**config.mk**
```make
export PLATFORM = sky130hd
export DESIGN_NAME = max_priority_queue_linear_scan
export DESIGN_NICKNAME = d
export VERILOG_FILES = /design/src/mpq_pkg.sv /design/src/mpq_datapath.sv /design/src/mpq_ctrl.sv /design/src/max_priority_queue_linear_scan.sv
export VERILOG_INCLUDE_DIRS = /design/src /design/src/src
export SDC_FILE = /design/constraint.sdc
export NUM_CORES = 1
export LEC_CHECK = 0
export BUFFER_PORTS_ARGS = -buffer_cell sky130_fd_sc_hd__buf_4
export CORE_ASPECT_RATIO = 1.75
export CORE_MARGIN = 4
export CORE_UTILIZATION = 52
export CTS_CLUSTER_DIAMETER = 40
export CTS_CLUSTER_SIZE = 10
export DETAILED_ROUTE_END_ITERATION = 10
export GPL_TIMING_DRIVEN = 0
export PLACE_DENSITY = 0.69
export SLEW_MARGIN = 20
export SYNTH_ARGS = -nofsm -noshare
export SYNTH_HDL_FRONTEND = slang
export SYNTH_HIERARCHICAL = 1
export SYNTH_SLANG_ARGS = --single-unit
```
**constraint.sdc**
```tcl
create_clock -name clock -period 9.8 [get_ports clock]
set_input_delay 0.98 -clock clock [delete_from_list [all_inputs] [get_ports clock]]
set_output_delay 0.98 -clock clock [all_outputs]
set_load 0.005 [all_outputs]
```
**src/max_priority_queue_linear_scan_defines.svh**
```systemverilog
// Assertion macros used by the top-level file that checks the queue.
`ifndef MAX_PRIORITY_QUEUE_LINEAR_SCAN_DEFINES_SVH
`define MAX_PRIORITY_QUEUE_LINEAR_SCAN_DEFINES_SVH

`define MPQ_ASSERT_SAME(lbl, ante, cons) \
   lbl: assert property (@(posedge clock) disable iff (reset) (ante) |-> (cons)) \
      else $error("queue check failed in the same cycle");

`define MPQ_ASSERT_NEXT(lbl, ante, cons) \
   lbl: assert property (@(posedge clock) disable iff (reset) (ante) |=> (cons)) \
      else $error("queue check failed in the following cycle");

`endif

```
**src/mpq_pkg.sv**
```systemverilog
package mpq_pkg;

   localparam int DEPTH = 16;
   localparam int AW = (DEPTH > 1) ? $clog2(DEPTH) : 1;
   localparam int CW = $clog2(DEPTH + 1);
   localparam int HELD_W = 5;

   localparam logic CMD_ENQ = 1'b0;
   localparam logic CMD_DEQ = 1'b1;

   localparam logic [1:0] ST_OK = 2'd0;
   localparam logic [1:0] ST_FULL = 2'd1;
   localparam logic [1:0] ST_EMPTY = 2'd2;

   typedef struct packed {
      logic cmd;
      logic signed [31:0] value;
   } req_type;

   typedef struct packed {
      logic signed [31:0] removed;
      logic [1:0] status;
      logic signed [31:0] oldest;
      logic [HELD_W-1:0] held;
   } rsp_type;

   typedef struct packed {
      logic capture;
      logic [1:0] status;
      logic enq_wr;
      logic scan_start;
      logic scan_rd;
      logic shift_start;
      logic shift_rd;
      logic trim;
      logic head_rd;
      logic rsp_load;
   } dp_cmd_type;

   typedef struct packed {
      logic full;
      logic empty;
      logic idx_last;
      logic pos_last;
      logic slot_free;
   } dp_stat_type;

endpackage

```
**src/mpq_datapath.sv**
```systemverilog
module mpq_datapath
   import mpq_pkg::*;
(
   input  logic        clock,
   input  logic        reset,
   input  req_type     req_data,
   input  dp_cmd_type  cmd,
   output dp_stat_type stat,
   input  logic        rsp_ready,
   output logic        rsp_valid,
   output rsp_type     rsp_data
);

   logic [31:0] mem [DEPTH];
   logic [31:0] rdata_ff;
   logic [CW-1:0] count_ff;
   logic [CW-1:0] count_in;
   logic [AW-1:0] idx_ff;
   logic [AW-1:0] idx_in;
   logic [AW-1:0] rd_addr;
   logic cmp_vld_ff;
   logic [AW-1:0] cmp_idx_ff;
   logic sh_vld_ff;
   logic [AW-1:0] sh_wa_ff;
   logic signed [31:0] best_ff;
   logic [AW-1:0] pos_ff;
   logic signed [31:0] removed_ff;
   logic [1:0] status_ff;
   logic rsp_valid_ff;
   rsp_type rsp_ff;
   logic [CW-1:0] last_idx;

   assign last_idx = count_ff - CW'(1);
   assign rd_addr = cmd.head_rd ? '0 : idx_ff;

   always_ff @(posedge clock) begin
      if (cmd.enq_wr) begin
         mem[count_ff[AW-1:0]] <= req_data.value;
      end else if (sh_vld_ff) begin
         mem[sh_wa_ff] <= rdata_ff;
      end
      if (cmd.scan_rd || cmd.shift_rd || cmd.head_rd) begin
         rdata_ff <= mem[rd_addr];
      end
   end

   always_comb begin
      count_in = count_ff;
      if (cmd.enq_wr) begin
         count_in = count_ff + CW'(1);
      end else if (cmd.trim) begin
         count_in = count_ff - CW'(1);
      end
      idx_in = idx_ff;
      if (cmd.scan_start) begin
         idx_in = '0;
      end else if (cmd.shift_start) begin
         idx_in = pos_ff + AW'(1);
      end else if (cmd.scan_rd || cmd.shift_rd) begin
         idx_in = idx_ff + AW'(1);
      end
   end

   always_ff @(posedge clock) begin
      if (reset) begin
         count_ff <= '0;
         cmp_vld_ff <= 1'b0;
         sh_vld_ff <= 1'b0;
         rsp_valid_ff <= 1'b0;
      end else begin
         count_ff <= count_in;
         cmp_vld_ff <= cmd.scan_rd;
         sh_vld_ff <= cmd.shift_rd;
         if (cmd.rsp_load) begin
            rsp_valid_ff <= 1'b1;
         end else if (rsp_ready) begin
            rsp_valid_ff <= 1'b0;
         end
      end
   end

   always_ff @(posedge clock) begin
      idx_ff <= idx_in;
      cmp_idx_ff <= idx_ff;
      sh_wa_ff <= idx_ff - AW'(1);
      if (cmp_vld_ff) begin
         if (cmp_idx_ff == '0 || $signed(rdata_ff) > best_ff) begin
            best_ff <= $signed(rdata_ff);
            pos_ff <= cmp_idx_ff;
         end
      end
      if (cmd.capture) begin
         status_ff <= cmd.status;
         removed_ff <= '0;
      end else if (cmd.trim) begin
         removed_ff <= best_ff;
      end
      if (cmd.rsp_load) begin
         rsp_ff.removed <= removed_ff;
         rsp_ff.status <= status_ff;
         rsp_ff.oldest <= (count_ff == '0) ? '0 : $signed(rdata_ff);
         rsp_ff.held <= HELD_W'(count_ff);
      end
   end

   assign stat.full = (count_ff >= CW'(DEPTH));
   assign stat.empty = (count_ff == '0);
   assign stat.idx_last = (CW'(idx_ff) == last_idx);
   assign stat.pos_last = (CW'(pos_ff) == last_idx);
   assign stat.slot_free = !rsp_valid_ff || rsp_ready;

   assign rsp_valid = rsp_valid_ff;
   assign rsp_data = rsp_ff;

endmodule

```
**src/mpq_ctrl.sv**
```systemverilog
module mpq_ctrl
   import mpq_pkg::*;
(
   input  logic        clock,
   input  logic        reset,
   input  logic        req_valid,
   output logic        req_ready,
   input  logic        req_cmd,
   input  dp_stat_type stat,
   output dp_cmd_type  cmd
);

   typedef enum logic [3:0] {
      S_IDLE,
      S_SCAN,
      S_SCAN_END,
      S_PICK,
      S_SHIFT,
      S_SHIFT_END,
      S_TRIM,
      S_HEAD,
      S_HEAD_WAIT
   } state_type;

   state_type state_ff;
   state_type state_in;

   always_comb begin
      state_in = state_ff;
      cmd = '0;
      cmd.status = ST_OK;
      req_ready = 1'b0;
      unique case (state_ff)
         S_IDLE: begin
            req_ready = 1'b1;
            if (req_valid) begin
               cmd.capture = 1'b1;
               state_in = S_HEAD;
               if (req_cmd == CMD_ENQ) begin
                  if (stat.full) begin
                     cmd.status = ST_FULL;
                  end else begin
                     cmd.enq_wr = 1'b1;
                  end
               end else if (stat.empty) begin
                  cmd.status = ST_EMPTY;
               end else begin
                  cmd.scan_start = 1'b1;
                  state_in = S_SCAN;
               end
            end
         end
         S_SCAN: begin
            cmd.scan_rd = 1'b1;
            if (stat.idx_last) begin
               state_in = S_SCAN_END;
            end
         end
         S_SCAN_END: begin
            state_in = S_PICK;
         end
         S_PICK: begin
            if (stat.pos_last) begin
               state_in = S_TRIM;
            end else begin
               cmd.shift_start = 1'b1;
               state_in = S_SHIFT;
            end
         end
         S_SHIFT: begin
            cmd.shift_rd = 1'b1;
            if (stat.idx_last) begin
               state_in = S_SHIFT_END;
            end
         end
         S_SHIFT_END: begin
            state_in = S_TRIM;
         end
         S_TRIM: begin
            cmd.trim = 1'b1;
            state_in = S_HEAD;
         end
         S_HEAD: begin
            cmd.head_rd = 1'b1;
            state_in = S_HEAD_WAIT;
         end
         S_HEAD_WAIT: begin
            if (stat.slot_free) begin
               cmd.rsp_load = 1'b1;
               state_in = S_IDLE;
            end
         end
         default: begin
            state_in = S_IDLE;
         end
      endcase
   end

   always_ff @(posedge clock) begin
      if (reset) begin
         state_ff <= S_IDLE;
      end else begin
         state_ff <= state_in;
      end
   end

endmodule

```
**src/max_priority_queue_linear_scan.sv**
```systemverilog
// An enqueue, or any command that is refused, reads the head of the store and then gives its word.
// A removal from a queue of n entries with the maximum at place p scans all n entries of
// the store for the maximum, shifts the tail above p down (none when p is the last place),
// then trims the count, reads the head and replies once the output slot is free.
// One word at a time: a new request is taken only after the last reply has been loaded.
// Reset empties the queue at once; the stored values are not cleared.
module max_priority_queue_linear_scan
   import mpq_pkg::*;
(
   input  logic    clock,
   input  logic    reset,
   input  logic    req_valid,
   output logic    req_ready,
   input  req_type req_data,
   output logic    rsp_valid,
   input  logic    rsp_ready,
   output rsp_type rsp_data
);

`include "max_priority_queue_linear_scan_defines.svh"

   dp_cmd_type  dp_cmd;
   dp_stat_type dp_stat;

   mpq_ctrl u_ctrl (
      .clock     (clock),
      .reset     (reset),
      .req_valid (req_valid),
      .req_ready (req_ready),
      .req_cmd   (req_data.cmd),
      .stat      (dp_stat),
      .cmd       (dp_cmd)
   );

   mpq_datapath u_datapath (
      .clock     (clock),
      .reset     (reset),
      .req_data  (req_data),
      .cmd       (dp_cmd),
      .stat      (dp_stat),
      .rsp_ready (rsp_ready),
      .rsp_valid (rsp_valid),
      .rsp_data  (rsp_data)
   );

   `MPQ_ASSERT_SAME(a_held_bound, rsp_valid, rsp_data.held <= HELD_W'(DEPTH))
   `MPQ_ASSERT_SAME(a_refused_nothing_removed, rsp_valid && rsp_data.status != ST_OK,
                    rsp_data.removed == '0)
   `MPQ_ASSERT_SAME(a_empty_means_none, rsp_valid && rsp_data.status == ST_EMPTY,
                    rsp_data.held == '0 && rsp_data.oldest == '0)
   `MPQ_ASSERT_NEXT(a_one_at_a_time, req_valid && req_ready, !req_ready)

endmodule
```
==> metrics.txt <==
DR top layer=met4; most used cell, CP=buf_16; DRT Wirelength=73,110 um; global-route wire length before repair=108,000 um; Starting Density=0.5262; Final Slew Violations=0; Avg Cell Area, Syn=14.97 um2; CP arrival=4.46 ns; CTS buffer count=81; antenna-violating nets left=0; post-synthesis cell area=0.02864 mm2; Max Cap Viol=0; Post-synth ARST share=0; final HPWL from detailed placement=51,290 um; Die W=185.4 um; outcome=finished clean; Net Count, Synth=1,987; final setup fails=0; Cells after DPL=2,735; RSZ-0062 raised after global routing=no; Worst Hold Class=reg2reg; vias in the first global route=17,895; Total Power=9.602 mW; Static Leak=11.42 nW; Main synth FF type=edfxtp_1; Worst-Margin Slew=1.103 ns; Startpoint Class=flop; total number of vias=17,296; layout cells sized above 1=0.1421; period utilisation layout=0.4187; root buffer cell=clkbuf_16; crit path capture type=flop; met3 wire len=4525 um; leading cell type in the layout, fill and taps excluded=edfxtp_1; fin cells=2,851; Cell Chain, Critical Path=nor4_2 > nand2_2 > nor3_1 > nor2b_1 > clkbuf_1 > a31oi_1 > nor2_4 > buf_16 > buf_16; PortBufs=109; reg2reg start=u_ctrl/state_ff[3]; residual DRC count=0; max frequency=0.2437 GHz; min Tclk post-route=4.104 ns; gpl congestion=0.8602; Pre-Repair DR Iteration Count=6; Nets=2,202; Design Area, Final=0.03332 mm2; critical path class=reg2reg; Hold Vio Cnt, Final=0; Synth Warn #=6; core box area=0.05443 mm2; CP Data Required Time=10.16 ns; # IOs=110; Longest Clk Path Bufs=3; Slew HR=0.2649; worst min-delay path startpoint=u_datapath/idx_ff[1]; initial antenna violation count=3; clock transition at the registers of the reported paths=0.06 ns; setup_tns=0 ns; Layout area overhead=16.33%; maximum vdd ir drop=0.1590 mV; synthesized flop and latch total=709; CTS tree=yes; CP max stage cell=a31oi_1; Final Skew=0.01418 ns; metal2 WL=39,300 um; H-tree levels=3; pin count of the biggest net entering global routing=45; DR iter-0 viols=1,517; FP Rows=113; R2R setup slack=5.70 ns; Post-CTS Setup Bufs=0; number of flops mapped to enable cells by yosys=653; Critical path origin=u_ctrl/state_ff[3]; crit-path max cell delay=0.84 ns; Via-to-Cell Ratio=6.067; Worst-Skew Late Latency=0.60 ns; post-synth cell types=64; Remaining Overflow, GRT=0; GRT Util Overall=0.2453; Die ar.=0.05905 mm2; CTS sink cnt=709; hold_buf cts=0; Die H=318.5 um; DR WL/cell=25.64 um; antenna diode count=0; CTS resizes=0; Seq/Total Area, Yosys=0.7237; most frequent cells in the layout=edfxtp_1, nand2_1, mux2i_1; Post-Syn Instances=1,913; PwrDens=288.1 mW/mm2; Placement Cell Area=0.03104 mm2; Met1 Routed Length=25,440 um; crit-path max FO=13
-- state kept, by name (all words and copies together) (netlist names), 2 cells and up --
name,cells
u_datapath/status_ff,2
u_datapath/best_ff,32
u_datapath/pos_ff,4
u_datapath/removed_ff,32
u_datapath/sh_wa_ff,4
u_datapath/count_ff,5
u_datapath/rsp_data,71
u_ctrl/state_ff,4
u_datapath/rdata_ff,32
u_datapath/idx_ff,4
u_datapath/cmp_idx_ff,4
u_datapath/mem,512
-- worst max-delay path: cells and delay by family (launching register included) --
family,cells,cell delay [ns]
buffers and inverters,3,0.79
flip-flops,1,0.38
AO/OA/AOI/OAI,1,0.84
AND/OR/NAND/NOR,5,1.81
-- cell usage after synthesis (all sizes together) (6+ instances only) --
master,number,share of area
xnor2,14,0.0043
o31ai,32,0.0084
a211oi,37,0.0099
ha,37,0.016
nor4,6,0.0017
dfxtp,56,0.039
nor3,42,0.0073
nand4,9,0.0029
nand2b,6,0.0013
nor2b,39,0.0085
nor2,111,0.015
xor2,7,0.0021
a21oi,112,0.020
inv,45,0.0059
mux2,100,0.039
nand3,40,0.0070
a22oi,32,0.0084
o21ai,73,0.013
buf,57,0.012
clkbuf,57,0.0075
mux2i,131,0.046
edfxtp,653,0.68
o221ai,33,0.010
nand2,141,0.019
-- report_power, final --
group          internal, mW  total, mW  switching, mW
Combinational         0.989       2.94           1.95
Sequential             3.76       4.00          0.239
Clock                  1.58       2.66           1.09
-- path summary, 6_finish.rpt --
path	end	cells past startpoint
max	u_datapath/mem[14][10]	9
min	u_datapath/cmp_idx_ff[1]	0
max reg2reg	u_datapath/mem[14][10]	9
min reg2reg	u_datapath/cmp_idx_ff[1]	0
-- area by class of cell --
cell class | count | area (um2)
Fill cell | 3983 | 21110
Inverter | 45 | 168.9
Sequential cell | 709 | 20730
Clock inverter | 2 | 25.02
Tap cell | 690 | 863.3
Multi-Input combinational cell | 1045 | 7327
Clock buffer | 114 | 2257
Timing Repair Buffer | 132 | 1406
Buffer | 114 | 544.3
-- per-stage QoR --
step,hold slack [ns],setup WS (ns),util
finish,0.3490,5.696,0.6122
floorplan,0.3258,5.935,-
global route,0.3557,5.567,0.6122
global placement,0.3312,3.426,0.5571
CTS,0.3467,5.747,0.6122
detailed placement,0.3340,5.447,0.5702
-- layer usage --
metal | GRT usage | up-vias
li1 | - | 7690
met1 | 0.2800 | 8565
met2 | 0.4437 | 809
met3 | 0.03337 | 232
met4 | 0.1229 | 0
met5 | 0 | -
-- cells by family after synthesis --
group | synth area share
XOR/XNOR | 0.006421
buffers and inverters | 0.02490
AND/OR/NAND/NOR | 0.06771
flip-flops | 0.7237
AO/OA/AOI/OAI | 0.07601
adder cells (fa/ha/maj) | 0.01616
multiplexers | 0.08509
No activity file was read; power rests on OpenSTA's default activity.
